`config.mk`:
```
export PLATFORM = sky130hd
export DESIGN_NAME = bootloader_host_frame_encoder
export DESIGN_NICKNAME = d
export VERILOG_FILES = /design/src/rtl/core/bhfe_pkg.sv /design/src/rtl/core/bhfe_framer.sv /design/src/rtl/core/bhfe_serializer.sv /design/src/rtl/core/bootloader_host_frame_encoder.sv
export SDC_FILE = /design/constraint.sdc
export NUM_CORES = 1
export LEC_CHECK = 0
export BUFFER_PORTS_ARGS = -buffer_cell sky130_fd_sc_hd__buf_2
export CAP_MARGIN = 10
export CORE_MARGIN = 2
export CORE_UTILIZATION = 59
export DETAILED_ROUTE_END_ITERATION = 10
export PLACE_DENSITY = 0.81
export SKIP_LAST_GASP = 1
export SYNTH_ARGS = -nofsm -noshare
export SYNTH_HDL_FRONTEND = slang
export SYNTH_SLANG_ARGS = --single-unit
```
`constraint.sdc`:
```
create_clock -name clk -period 6.1 [get_ports clk]
set_input_delay 0.915 -clock clk [delete_from_list [all_inputs] [get_ports clk]]
set_output_delay 0.915 -clock clk [all_outputs]
set_load 0.005 [all_outputs]
```
`src/rtl/core/bhfe_pkg.sv`:
```
// shared types and constants of the bootloader host frame encoder
`timescale 1ns / 1ps

package bhfe_pkg;

	localparam int MAX_BLOCK = 256;
	localparam int FRAME_MAX = 5;
	localparam int IDX_W = $clog2(FRAME_MAX);

	localparam logic [7:0] BYTE_ONES = 8'hFF;
	localparam logic [7:0] BYTE_ZERO = 8'h00;
	localparam logic [7:0] PAGES_MASS = 8'hFF;

	typedef enum logic [2:0] {
		REQ_COMMAND     = 3'd0,
		REQ_ADDRESS     = 3'd1,
		REQ_WRITE_START = 3'd2,
		REQ_WRITE_DATA  = 3'd3,
		REQ_ERASE_START = 3'd4,
		REQ_ERASE_NEXT  = 3'd5,
		REQ_RESPONSE    = 3'd6,
		REQ_UNUSED      = 3'd7
	} req_kind_t;

	typedef enum logic [1:0] {
		ST_OK     = 2'd0,
		ST_NACK   = 2'd1,
		ST_UNEXP  = 2'd2,
		ST_REQERR = 2'd3
	} status_t;

	typedef enum logic [2:0] {
		PH_IDLE  = 3'b001,
		PH_WRITE = 3'b010,
		PH_ERASE = 3'b100
	} phase_t;

	localparam logic [1:0] CFG_ACK  = 2'd0;
	localparam logic [1:0] CFG_NACK = 2'd1;
	localparam logic [1:0] CFG_EXT  = 2'd2;

	typedef struct packed {
		logic [7:0] ack_code;
		logic [7:0] nack_code;
		logic [7:0] extended_erase_code;
	} cfg_t;

	typedef struct packed {
		req_kind_t   req_type;
		logic [7:0]  code_byte;
		logic [31:0] address;
		logic [8:0]  count;
		logic [7:0]  start_page;
		logic [7:0]  data_byte;
	} item_t;

	// one request's results: a run of bytes, or a single status item
	typedef struct packed {
		logic [FRAME_MAX-1:0][7:0] bytes;
		logic [IDX_W-1:0]          num;
		logic                      has_bytes;
		status_t                   status;
	} frame_t;

endpackage

```
`src/rtl/core/bhfe_framer.sv`:
```
// request decoder: builds the frame of one request and keeps the framing state
`timescale 1ns / 1ps

module bhfe_framer
	import bhfe_pkg::*;
(
	input  logic   clk,
	input  logic   arst_n,
	input  cfg_t   cfg,
	input  item_t  item,
	input  logic   step,
	output frame_t frame
);

	phase_t     phase_q, phase_d;
	logic [7:0] csum_q, csum_d;
	logic [8:0] bytes_left_q, bytes_left_d;
	logic [7:0] pages_left_q, pages_left_d;
	logic [8:0] next_page_q, next_page_d;
	logic       ext_q, ext_d;

	logic       ext_sel;
	logic [7:0] hdr;
	logic [7:0] addr_x;
	logic [7:0] csum_data;
	logic [8:0] bl_dec;
	logic [7:0] pl_dec;
	logic [7:0] pg_hi;
	logic [7:0] pg_lo;
	logic [7:0] csum_page;
	logic       bad_phase;

	assign ext_sel   = (item.code_byte == cfg.extended_erase_code);
	assign hdr       = item.count[7:0] - 8'd1;
	assign addr_x    = item.address[31:24] ^ item.address[23:16]
	                 ^ item.address[15:8] ^ item.address[7:0];
	assign csum_data = csum_q ^ item.data_byte;
	assign bl_dec    = bytes_left_q - 9'd1;
	assign pl_dec    = pages_left_q - 8'd1;
	assign pg_hi     = ext_q ? {7'd0, next_page_q[8]} : BYTE_ZERO;
	assign pg_lo     = next_page_q[7:0];
	assign csum_page = csum_q ^ pg_hi ^ pg_lo;

	always_comb begin
		unique case (item.req_type)
			REQ_WRITE_DATA: bad_phase = (phase_q != PH_WRITE);
			REQ_ERASE_NEXT: bad_phase = (phase_q != PH_ERASE);
			REQ_RESPONSE:   bad_phase = 1'b0;
			REQ_UNUSED:     bad_phase = 1'b1;
			default:        bad_phase = (phase_q != PH_IDLE);
		endcase
	end

	always_comb begin
		frame        = '0;
		frame.num    = IDX_W'(1);
		frame.status = ST_OK;
		phase_d      = phase_q;
		csum_d       = csum_q;
		bytes_left_d = bytes_left_q;
		pages_left_d = pages_left_q;
		next_page_d  = next_page_q;
		ext_d        = ext_q;
		if (item.req_type == REQ_RESPONSE) begin
			if (item.data_byte == cfg.ack_code) begin
				frame.status = ST_OK;
			end else if (item.data_byte == cfg.nack_code) begin
				frame.status = ST_NACK;
			end else begin
				frame.status = ST_UNEXP;
			end
		end else if (bad_phase) begin
			frame.status = ST_REQERR;
		end else begin
			unique case (item.req_type)
				REQ_COMMAND: begin
					frame.has_bytes = 1'b1;
					frame.num       = IDX_W'(2);
					frame.bytes[0]  = item.code_byte;
					frame.bytes[1]  = item.code_byte ^ BYTE_ONES;
				end
				REQ_ADDRESS: begin
					frame.has_bytes = 1'b1;
					frame.num       = IDX_W'(5);
					frame.bytes[0]  = item.address[31:24];
					frame.bytes[1]  = item.address[23:16];
					frame.bytes[2]  = item.address[15:8];
					frame.bytes[3]  = item.address[7:0];
					frame.bytes[4]  = addr_x;
				end
				REQ_WRITE_START: begin
					if (item.count == '0) begin
						frame.status = ST_OK;
					end else if (item.count > 9'(MAX_BLOCK) || item.address[1:0] != 2'd0
							|| item.count[1:0] != 2'd0) begin
						frame.status = ST_REQERR;
					end else begin
						frame.has_bytes = 1'b1;
						frame.bytes[0]  = hdr;
						csum_d          = hdr;
						bytes_left_d    = item.count;
						phase_d         = PH_WRITE;
					end
				end
				REQ_WRITE_DATA: begin
					frame.has_bytes = 1'b1;
					frame.bytes[0]  = item.data_byte;
					csum_d          = csum_data;
					bytes_left_d    = bl_dec;
					if (bl_dec == '0) begin
						frame.num      = IDX_W'(2);
						frame.bytes[1] = csum_data;
						phase_d        = PH_IDLE;
					end
				end
				REQ_ERASE_START: begin
					if (item.count == '0) begin
						frame.status = ST_OK;
					end else if (item.count[8]) begin
						frame.status = ST_REQERR;
					end else if (item.count[7:0] == PAGES_MASS) begin
						// mass erase
						frame.has_bytes = 1'b1;
						frame.bytes[0]  = BYTE_ONES;
						if (ext_sel) begin
							frame.num      = IDX_W'(3);
							frame.bytes[1] = BYTE_ONES;
							frame.bytes[2] = BYTE_ZERO;
						end else begin
							frame.num      = IDX_W'(2);
							frame.bytes[1] = BYTE_ZERO;
						end
					end else begin
						frame.has_bytes = 1'b1;
						if (ext_sel) begin
							frame.num      = IDX_W'(2);
							frame.bytes[0] = BYTE_ZERO;
							frame.bytes[1] = hdr;
						end else begin
							frame.bytes[0] = hdr;
						end
						csum_d       = hdr;
						pages_left_d = item.count[7:0];
						next_page_d  = {1'b0, item.start_page};
						ext_d        = ext_sel;
						phase_d      = PH_ERASE;
					end
				end
				REQ_ERASE_NEXT: begin
					frame.has_bytes = 1'b1;
					csum_d          = csum_page;
					pages_left_d    = pl_dec;
					if (ext_q) begin
						frame.num      = IDX_W'(2);
						frame.bytes[0] = pg_hi;
						frame.bytes[1] = pg_lo;
						next_page_d    = next_page_q + 9'd1;
						if (pl_dec == '0) begin
							frame.num      = IDX_W'(3);
							frame.bytes[2] = csum_page;
						end
					end else begin
						frame.bytes[0] = pg_lo;
						next_page_d    = {1'b0, pg_lo + 8'd1};
						if (pl_dec == '0) begin
							frame.num      = IDX_W'(2);
							frame.bytes[1] = csum_page;
						end
					end
					if (pl_dec == '0) begin
						phase_d = PH_IDLE;
					end
				end
				default: begin
					frame.status = ST_REQERR;
				end
			endcase
		end
	end

	always_ff @(posedge clk or negedge arst_n) begin
		if (!arst_n) begin
			phase_q      <= PH_IDLE;
			csum_q       <= '0;
			bytes_left_q <= '0;
			pages_left_q <= '0;
			next_page_q  <= '0;
			ext_q        <= 1'b0;
		end else if (step) begin
			phase_q      <= phase_d;
			csum_q       <= csum_d;
			bytes_left_q <= bytes_left_d;
			pages_left_q <= pages_left_d;
			next_page_q  <= next_page_d;
			ext_q        <= ext_d;
		end
	end

endmodule

```
`src/rtl/core/bhfe_serializer.sv`:
```
// frame register: holds one frame and hands out its items one per cycle while out_ready is high
`timescale 1ns / 1ps

module bhfe_serializer
	import bhfe_pkg::*;
(
	input  logic       clk,
	input  logic       arst_n,
	input  frame_t     frame,
	input  logic       load,
	output logic       load_ready,
	output logic       out_valid,
	input  logic       out_ready,
	output logic [7:0] out_byte,
	output logic       byte_valid,
	output status_t    status,
	output logic       last
);

	frame_t           frame_s2;
	logic [IDX_W-1:0] idx_q;
	logic             busy_q;

	assign out_valid  = busy_q;
	assign out_byte   = frame_s2.bytes[idx_q];
	assign byte_valid = frame_s2.has_bytes;
	assign status     = frame_s2.status;
	assign last       = (idx_q == frame_s2.num - IDX_W'(1));
	assign load_ready = !busy_q || (out_ready && last);

	always_ff @(posedge clk) begin
		if (load) begin
			frame_s2 <= frame;
		end
	end

	always_ff @(posedge clk or negedge arst_n) begin
		if (!arst_n) begin
			busy_q <= 1'b0;
			idx_q  <= '0;
		end else if (load) begin
			busy_q <= 1'b1;
			idx_q  <= '0;
		end else if (busy_q && out_ready) begin
			if (last) begin
				busy_q <= 1'b0;
			end else begin
				idx_q <= idx_q + IDX_W'(1);
			end
		end
	end

endmodule

```
`src/rtl/core/bootloader_host_frame_encoder.sv`:
```
// top level of the bootloader host frame encoder
// an accepted item goes through the input register and then the frame register, from which its results come out
// output: one result per cycle while m_axis_tready is high; a request has 1 to 5 results,
// all sent one after another through the single output byte port
// requests follow back to back, the next one is taken while a frame drains
// reset: arst_n clears the framing state to idle and the code registers to 0x79, 0x1F, 0x44
`timescale 1ns / 1ps

module bootloader_host_frame_encoder
	import bhfe_pkg::*;
(
	input  logic        clk,
	input  logic        arst_n,
	// request items
	input  logic        s_axis_tvalid,
	output logic        s_axis_tready,
	// code_byte[7:0], address[39:8], count[48:40], start_page[56:49], data_byte[64:57]
	input  logic [71:0] s_axis_tdata,
	// req_type[2:0]
	input  logic [2:0]  s_axis_tuser,
	// result items
	output logic        m_axis_tvalid,
	input  logic        m_axis_tready,
	// out_byte[7:0], status[9:8]
	output logic [15:0] m_axis_tdata,
	// byte_valid[0]
	output logic        m_axis_tuser,
	output logic        m_axis_tlast,
	// code register writes
	input  logic        cfg_valid,
	output logic        cfg_ready,
	input  logic [1:0]  cfg_index,
	input  logic [7:0]  cfg_data
);

	// input register
	item_t item_s1;
	logic  valid_s1;

	cfg_t   cfg_q;
	frame_t frame;
	logic   load_ready;
	logic   advance;

	logic [7:0] out_byte;
	status_t    status;

	// the request moves on once the frame register is free or drains this cycle
	assign advance       = valid_s1 && load_ready;
	assign s_axis_tready = !valid_s1 || load_ready;
	assign cfg_ready     = 1'b1;

	always_ff @(posedge clk) begin
		if (s_axis_tvalid && s_axis_tready) begin
			item_s1.req_type   <= req_kind_t'(s_axis_tuser);
			item_s1.code_byte  <= s_axis_tdata[7:0];
			item_s1.address    <= s_axis_tdata[39:8];
			item_s1.count      <= s_axis_tdata[48:40];
			item_s1.start_page <= s_axis_tdata[56:49];
			item_s1.data_byte  <= s_axis_tdata[64:57];
		end
	end

	always_ff @(posedge clk or negedge arst_n) begin
		if (!arst_n) begin
			valid_s1 <= 1'b0;
		end else if (s_axis_tready) begin
			valid_s1 <= s_axis_tvalid;
		end
	end

	// code registers; the user must write them only while no request is in flight, the block itself does not enforce it
	always_ff @(posedge clk or negedge arst_n) begin
		if (!arst_n) begin
			cfg_q.ack_code            <= 8'h79;
			cfg_q.nack_code           <= 8'h1F;
			cfg_q.extended_erase_code <= 8'h44;
		end else if (cfg_valid && cfg_ready) begin
			unique case (cfg_index)
				CFG_ACK:  cfg_q.ack_code            <= cfg_data;
				CFG_NACK: cfg_q.nack_code           <= cfg_data;
				CFG_EXT:  cfg_q.extended_erase_code <= cfg_data;
				default:  ;
			endcase
		end
	end

	// decode and state update happen when the request moves into the frame register
	bhfe_framer u_framer (
		.clk    (clk),
		.arst_n (arst_n),
		.cfg    (cfg_q),
		.item   (item_s1),
		.step   (advance),
		.frame  (frame)
	);

	bhfe_serializer u_serializer (
		.clk        (clk),
		.arst_n     (arst_n),
		.frame      (frame),
		.load       (advance),
		.load_ready (load_ready),
		.out_valid  (m_axis_tvalid),
		.out_ready  (m_axis_tready),
		.out_byte   (out_byte),
		.byte_valid (m_axis_tuser),
		.status     (status),
		.last       (m_axis_tlast)
	);

	assign m_axis_tdata = {6'd0, status, out_byte};

endmodule

```
* Word level (Yosys, flattened, before mapping)
Index checks and enable logic that the tools add are counted. Widths: inputs -> output; s select.
Cells by class: add/subtract/negate cells 7, order comparisons 2, equal/unequal tests 25, multiplexer cells 69, bitwise logic cells 13, reductions and logical operators 35
Operators by type and width (number):
- $mux 8 | 17
- $mux 9 | 6
- $pmux 8 s6 | 1
- $xor 8x8->8 | 6
- $mux 20 | 2
- $pmux 8 s5 | 1
- $pmux 9 s2 | 2
- $pmux 8 s4 | 1
- $mux 3 | 10
- $mux 28 | 1
- $bmux 8 s3 | 1
- $eq 8x8->1 | 3
- $pmux 8 s3 | 1
- $mux 2 | 11
- $mux 19 | 1
- $logic_not 9->1 | 2
- $pmux 8 s2 | 1
- $sub 8x1->8 const B | 2
- $pmux 3 s5 | 1
- $reduce_and 7->1 | 2
- $eq 3x3->1 const B | 4
- $ne 2x2->1 const B | 6
- $pmux 3 s4 | 1
- $reduce_bool 2->1 | 6
- other kinds (37) | 62
Storage, ports and cells: register bits after elaboration 181, bits of input ports 90, output and inout port bits 21, logic and storage cells 177

* Logic depth before layout (Yosys ltp)
Gate-level depths: netlist (run 1).
depth in word-level cells 8, gate-level depth with buffers 9, gate-level depth less buffers 9

* Cells and area by module
From an unflattened synthesis (run 1), not the netlist that was laid out.
Unflattened totals: cells, all modules 901, area total of the unflattened synthesis 9784.4 µm²
Modules (own cells, without submodules):
- bhfe_framer | times used 1, cells each 654, area each 4678.2 µm², seq. area each 952.2 µm²
- bootloader_host_frame_encoder | times used 1, cells each 133, area each 3079.2 µm², seq. area each 2682.6 µm²
- bhfe_serializer | times used 1, cells each 114, area each 2026.9 µm², seq. area each 1481.4 µm²

* Worst setup path before layout (run 1)
OpenSTA, ideal clock, no wires.
kind flip-flop to flip-flop, start point reg u_serializer.frame_s2[3] (netlist bit), end point reg u_framer.pages_left_q[4], library setup time 0.129 ns, arrival time 5.244 ns, required time 5.971 ns, setup slack 0.727 ns, stages on the path, launching flop included 10, path buffers 1, period minus slack after synthesis 5.373 ns, cells stage by stage edfxtp_1 > inv_1 > ha_1 > xor3_1 > o41ai_2 > o31ai_1 > nor3_1 > clkbuf_1 > nand2_1 > o2bb2ai_1
On the way: word-level cells in the longest chain between the ends 6
Ends and longest elaborated chain:
- from (decl) | RTL line bhfe_serializer.sv:20 | frame_t frame_s2;
- from (signal assigned) | RTL line bhfe_serializer.sv:33 | frame_s2 <= frame;
- $sub 3x1->3 | RTL line bhfe_serializer.sv:28 | assign last = (idx_q == frame_s2.num - IDX_W'(1));
- $eq 3x3->1 | RTL line bhfe_serializer.sv:28
- $logic_and 1x1->1 | RTL line bhfe_serializer.sv:29 | assign load_ready = !busy_q || (out_ready && last);
- $logic_or 1x1->1 | RTL line bhfe_serializer.sv:29
- $logic_and 1x1->1 | RTL line bootloader_host_frame_encoder.sv:49 | assign advance = valid_s1 && load_ready;
- via advance | RTL line bootloader_host_frame_encoder.sv:43 | logic advance;
- $reduce_and 7->1 (no line)
- to (signal assigned) | RTL line bhfe_framer.sv:193 | pages_left_q <= pages_left_d;
- to (decl) | RTL line bhfe_framer.sv:18 | logic [7:0] pages_left_q, pages_left_d;
The timed path passes the listed nets, and every way through them passes these cells. A chain may end at the register's enable or synchronous reset.

* Worst setup path after layout (run 1)
start point reg u_serializer.idx_q[0], end point reg u_framer.phase_q[2]
On the way: word-level cells in the longest chain between the ends 5
Ends and longest elaborated chain:
- from (decl) | RTL line bhfe_serializer.sv:21 | logic [IDX_W-1:0] idx_q;
- from (signal assigned) | RTL line bhfe_serializer.sv:48 | idx_q <= idx_q + IDX_W'(1);
- $eq 3x3->1 | RTL line bhfe_serializer.sv:28
- $logic_and 1x1->1 | RTL line bhfe_serializer.sv:29
- $logic_or 1x1->1 | RTL line bhfe_serializer.sv:29
- $logic_and 1x1->1 | RTL line bootloader_host_frame_encoder.sv:49
- via advance | RTL line bootloader_host_frame_encoder.sv:43
- $reduce_and 11->1 (no line)
- to (signal assigned) | RTL line bhfe_framer.sv:190 | phase_q <= phase_d;
- to (decl) | RTL line bhfe_framer.sv:15 | phase_t phase_q, phase_d;
The timed path passes the listed nets, and every way through them passes these cells.

==> results.cfg, run 1 <==
[sta]
finClkSkew_ns = 0.0114
finalSetupViolations = 0
fin_crit_sh_pct = 66.3
fin_setup_tns_ns = 0
hold_violations = 0
postLayoutSetupSlackWorst_ns = 2.06
max_freq_mhz = 247
finalCriticalPeriod_ns = 4.04
slew_violations = 0
rsz0062_at_grt = false
max_slew.worst_pin.slew_ns = 1.14
max_slew_margin_pct = 23.5

[yosys]
syn_area_um2 = 9580
synth_edf_count = 114
synth.largest_area_cell = edfxtp_1
synth_seq_area_share_pct = 53.4
synth_cell_types = 71
yosys.cell_count.top_type = edfxtp_1
dominantRegCellSynth = edfxtp_1
yosysTopAreaCellShare_pct = 35.8
syn-instance-count = 868
async_reset_ff_share_pct = 37.0
yosys_warnings = 0
ys_ff_latch = 181
synth_common_cells = 114 x edfxtp_1, 71 x nor2_1, 64 x o21ai_0
synth_area_leaders = edfxtp_1 36%, dfrtp_1 14%, xnor2_1 5.3%
post_synth.cell_area_avg_um2 = 11.0

[clock_network]
clkLatencyLatePin_ns = 0.44
cts-buffers-inserted = 17
clk_pin_slew_ns = 0.07
htree_levels = 4
cts_tree = yes
hold_buffers = 0
post-cts-setup-buffer-count = 0
cts_root_buffer = clkbuf_16
cts_buffer_depth = 2
cts_sinks = 181
ctsResizeCount = 0

[worst_setup_path]
worstPathArrival_ns = 4.36
rr_startpoint = u_serializer.idx_q[0]
path_max_fanout = 48
end_kind = flop
rrSetupSlack_ns = 2.06
critPathCapture = u_framer.phase_q[2]
ff2ff_path_depth = 7
r2r_end = u_framer.phase_q[2]
cp.required_ns = 6.41
cp-startpoint = u_serializer.idx_q[0]
critPathKind = flop to flop
cp-start-kind = flop

[global_route]
grt.total_usage_pct = 29.2
antenna_found_initial = 0
grt_max_degree = 68
grt_pass1_vias = 7241
gr-total-overflow = 0
grt_pass1_wl_mm = 39.3

[finish]
seqCellArea_um2 = 5120
fin_nets = 1038
multi_input_area_um2 = 4110
n_antenna_cell = 0
syn_to_final_growth_pct = 12.2
fillers = 1200
drive_gt1_share_pct = 20.9
post-route-util_pct = 67.7

[routing]
drc = 0
via_per_inst = 6.38
totalWireLength_mm = 24.5
drt_pre_antenna_iters = 6
wire_per_inst_um = 21.0
drtIter0Drc = 1034
vias = 7435
ant_nets = 0

[run]
cap_violations = 0

[power_and_ir_drop]
cellLeakagePower_nw = 3.99
ir_drop_mv = 0.232
cellPowerDensity_nw_per_um2 = 406

[placement]
gp_congestion = 0.960
pre_cts_slack_ns = 2.20
dp_hpwl_mm = 16.7
io_buffers = 96

[floorplan]
die_w_um = 131
start_util_pct = 60.3
die_h_um = 131
core-area_um2 = 15900
row_count = 46
die_area_um2 = 17300
num_io_pins = 111

[outcome]
status = completed

[hold_path]
hold_class = flop to flop
through the flow:
step / power, mW / hold WS, ns / cell area [um^2] / instances
6_report: 4.36 / 0.514 / 10700 / 1165
4_1_cts: 4.34 / 0.505 / 10700 / 1165
3_5_place_dp: 3.24 / 0.496 / 10200 / 1133
2_1_floorplan: 2.84 / 0.443 / 9590 / 873
5_1_grt: 4.57 / 0.522 / 10700 / 1165
3_3_place_gp: 3.20 / 0.476 / 10200 / 1133
worst min-delay path by stage:
stage	cells past startpoint	end	startpoint	slack, ns
finish	1	u_framer.bytes_left_q[5]	u_framer.bytes_left_q[5]	0.51
global route	1	u_framer.next_page_q[8]	u_framer.next_page_q[8]	0.52
CTS	1	u_framer.next_page_q[8]	u_framer.next_page_q[8]	0.51
detailed placement	1	u_framer.bytes_left_q[5]	u_framer.bytes_left_q[5]	0.50
global placement	1	u_framer.next_page_q[8]	u_framer.next_page_q[8]	0.48
floorplan	2	u_framer.next_page_q[0]	item_s1[8]	0.44
routing by layer:
layer / global-route usage [%] / up-vias / wire length (um)
met2: 48.5 / 392 / 12200
met1: 39.2 / 3621 / 9830
met5: 0 / - / 0
met3: 4.90 / 67 / 1780
li1: - / 3355 / -
met4: 10.0 / 0 / 705
final cells by class:
cell class / instances / area share (%)
flip-flops and latches: 181 / 47.6
inverters: 27 / 0.943
repair buffers: 108 / 5.31
well taps: 216 / 2.51
clock inverters: 12 / 1.07
multi-input cells: 601 / 38.2
clock buffers: 20 / 4.35
worst max-delay path, cell delays in order (launching register included):
cell and delay [ns]:
dfrtp_1 0.82, xnor2_1 0.25, o41ai_4 0.37, buf_4 0.57, a21boi_0 0.34, nand4_1 0.65
a211o_1 0.56, mux2_1 0.33
power breakdown:
| group | leakage (nW) | total (mW) | switching [mW] | internal, mW |
|---|---|---|---|---|
| clock network | 0.290 | 1.10 | 0.498 | 0.606 |
| registers | 1.85 | 2.02 | 0.363 | 1.66 |
| logic | 1.85 | 1.24 | 0.685 | 0.552 |
placed cells by master, fill, tap and decap left out, drive strengths merged, types with 7 or more instances in the layout:
master,instances
edfxtp,114
buf,108
nor2,71
o21ai,64
xnor2,58
nand2,57
a21oi,54
dfrtp,54
inv,32
mux2,25
a221oi,22
clkbuf,20
a22oi,19
o22ai,17
nand3,16
dfstp,13
and2,13
nand4,12
ha,12
xor2,11
nor3,11
mux2i,10
or3,9
nand2b,9
nor4,9
nor3b,9
mux4,8
o211ai,8
conb,7
cells by family (layout without fill, tap and decap cells):
family	Yosys count	after routing	share of synthesized area [%]
and+or+nand+nor	239	239	12.6
AOI/OAI and AO/OA	228	228	15.5
DFF	181	181	53.4
buffers and inverters	91	167	4.16
xor gates and xnor gates	70	70	6.56
muxes	43	43	5.87
adders and majority gates	14	14	1.79
other	2	7	0.0784
registers in the layout (all words and copies together) (netlist names), 8 cells and up:
| signal | flops |
|---|---|
| item_s1 | 68 |
| u_framer.csum_q | 8 |
| u_framer.pages_left_q | 8 |
| cfg_q | 24 |
| u_framer.bytes_left_q | 9 |
| u_framer.next_page_q | 9 |
| u_serializer.frame_s2 | 43 |
(Power assumes the default switching activity.)
==> run 2: changes to the inputs <==
--- a/config.mk
+++ b/config.mk
@@ -5,6 +5,7 @@
 export SDC_FILE = /design/constraint.sdc
 export NUM_CORES = 1
 export LEC_CHECK = 0
+export ABC_AREA = 1
 export BUFFER_PORTS_ARGS = -buffer_cell sky130_fd_sc_hd__buf_2
 export CAP_MARGIN = 10
 export CORE_MARGIN = 2
==> constraint.sdc (replaced) <==
create_clock -name clk -period 3.95 [get_ports clk]
set_input_delay 0.5925 -clock clk [delete_from_list [all_inputs] [get_ports clk]]
set_output_delay 0.5925 -clock clk [all_outputs]
set_load 0.005 [all_outputs]
==> run 2 against run 1 <==
  * Cell count is 22% higher
  * First-iteration DRC count grew 2.9%
  * Core utilization increased by 0.96 points
  * Cell area rose by 1.8%
  * Via count grew 8.2%
  * Worst hold slack lost 0.34 ns
  * Non-clock buffer count is 3 lower
  * Global-route usage is 0.063 points lower
  * Sequential cell count unchanged
==> results.cfg, run 2 <==
[sta]
finalSetupViolations = 0
hold_violations = 0
max_freq_mhz = 335
fin_crit_sh_pct = 75.5
max_slew_margin_pct = 43.5
fin_setup_tns_ns = 0
slew_violations = 0
finClkSkew_ns = 0.00971
hold_slack_ns = 0.172
rsz0062_at_grt = false
finalCriticalPeriod_ns = 2.98
max_slew.worst_pin.slew_ns = 0.845

[global_route]
gr-total-overflow = 0
grt.met1_usage_pct = 37.9
use_met2_pct = 48.6
grt_max_degree = 43
grt_pass1_vias = 7681
met3_usage_pct = 6.23
grt.total_usage_pct = 29.1
grt-busiest-layer = met2
antenna_found_initial = 0
grt_pass1_wl_mm = 39.6

[worst_setup_path]
critPathKind = flop to flop
cp-startpoint = u_serializer.idx_q[0]
worstPathArrival_ns = 3.10
path_max_fanout = 42
end_kind = flop
rr_startpoint = u_serializer.idx_q[0]
ff2ff_path_depth = 11
cp.required_ns = 4.07
cp-start-kind = flop

[floorplan]
core-area_um2 = 15900
die_w_um = 132
num_io_pins = 111
row_count = 46
start_util_pct = 60.7
die_h_um = 132
die_area_um2 = 17400

[yosys]
synth_edf_count = 114
yosys.cell_count.top_type = nand2_1
dominantRegCellSynth = edfxtp_1
synth_common_cells = 283 x nand2_1, 114 x edfxtp_1, 113 x inv_1
synth_seq_area_share_pct = 52.9
synth_cell_types = 41
ys_ff_latch = 181
synth.largest_area_cell = edfxtp_1
async_reset_ff_share_pct = 37.0
synth_area_leaders = edfxtp_1 35%, dfrtp_1 14%, nand2_1 11%
post_synth.cell_area_avg_um2 = 8.73
yosys_warnings = 0
yosysTopAreaCellShare_pct = 35.4
syn-instance-count = 1108
syn_area_um2 = 9670

[routing]
wire_per_inst_um = 17.1
vias = 8041
drt_pre_antenna_iters = 5
drc = 0
via_per_inst = 5.65
totalWireLength_mm = 24.4
ant_nets = 0
drtIter0Drc = 1064

[clock_network]
cts-buffers-inserted = 17
post-cts-setup-buffer-count = 0
clkLatencyLatePin_ns = 0.44
cts_buffer_depth = 2
cts_tree = yes
ctsResizeCount = 0
htree_levels = 4
cts_root_buffer = clkbuf_16
clk_pin_slew_ns = 0.07
hold_buffers = 0
cts_sinks = 181

[power_and_ir_drop]
switching_power_mw = 2.83
ir_drop_mv = 0.425
cellInternalPower_mw = 4.63
clkPwrFrac_pct = 24.3
p_seq_share_pct = 42.3
cellPowerDensity_nw_per_um2 = 682
switching_share_pct = 38.0
pwr-share-comb_pct = 33.4
cellLeakagePower_nw = 4.70

[finish]
fin_nets = 1297
final_common_cell = nand2_1
largestRegisters = item_s1 (68), u_serializer.frame_s2 (43), cfg_q (24)
drive_gt1_share_pct = 14.4
top_register = item_s1
fin_cells = 1424
layout_common_cells = 283 x nand2_1, 114 x edfxtp_1, 112 x inv_1
n_antenna_cell = 0
syn_to_final_growth_pct = 13.1
largest_reg_flops = 68

[placement]
dp_hpwl_mm = 17.4
place_inst = 1392
gp_congestion = 0.976
io_buffers = 96

[outcome]
status = completed

[run]
cap_violations = 0

[hold_path]
hold_class = input pin to asynchronous set/reset pin
-- run 2: final timing paths --
check	slack, ns	endpoint
setup / recovery	0.97	item_s1[0]
hold / removal	0.17	u_framer.pages_left_q[4]
setup reg to reg	0.97	item_s1[0]
hold reg to reg	0.50	cfg_q[16]
max in group asynchronous	2.88	cfg_q[8]
min in group clk	0.33	item_s1[36]
-- run 2: stage by stage --
| step | setup WS [ns] | power [mW] | cell area, um^2 | util [%] |
|---|---|---|---|---|
| floorplan | 0.925 | 4.82 | 9690 | - |
| global placement | 1.08 | 5.48 | 10300 | 64.7 |
| detailed placement | 0.992 | 5.59 | 10300 | 64.7 |
| CTS | 0.981 | 7.42 | 10900 | 68.6 |
| global route | 0.706 | 7.91 | 10900 | 68.6 |
| finish | 0.968 | 7.46 | 10900 | 68.6 |
-- run 2: worst max-delay path: stages (launching register included) --
cell and delay (ns):
dfrtp_1 0.77, inv_2 0.29, nand2_1 0.14, nand2_1 0.05, nor2_1 0.11, nand2_1 0.10, nand2_1 0.12, nand2_1 0.06
nand2_1 0.09, nand2_1 0.09, inv_2 0.50, buf_12 0.31
-- run 2: cells by family after synthesis --
family	synth area share, %
mux	0.116
buf+inv	6.91
simple gates	21.2
other cells	0.0776
xor+xnor	6.23
fa+ha+maj	1.55
flops	52.9
compound gates	11.0
-- run 2: power by group through the flow --
stage	Sequential [mW]	Combinational, mW	Clock (mW)
CTS	3.13	2.46	1.83
floorplan	2.94	1.88	0
finish	3.15	2.49	1.81
global route	3.20	2.80	1.91
detailed placement	3.16	2.43	0
global placement	3.15	2.34	0
-- run 2: final cells by class --
class,count,area [um^2]
inverters,119,447
well taps,216,270
fillers,1248,5000
clock inverters,12,189
multi-input cells,771,3910
flip-flops and latches,181,5120
repair buffers,105,573
clock buffers,20,437
-- run 2: layer usage --
layer | vias up | routed length [um]
li1 | 3824 | -
met1 | 3747 | 10000
met2 | 407 | 11600
met3 | 63 | 1930
met4 | 0 | 759
met5 | - | 0
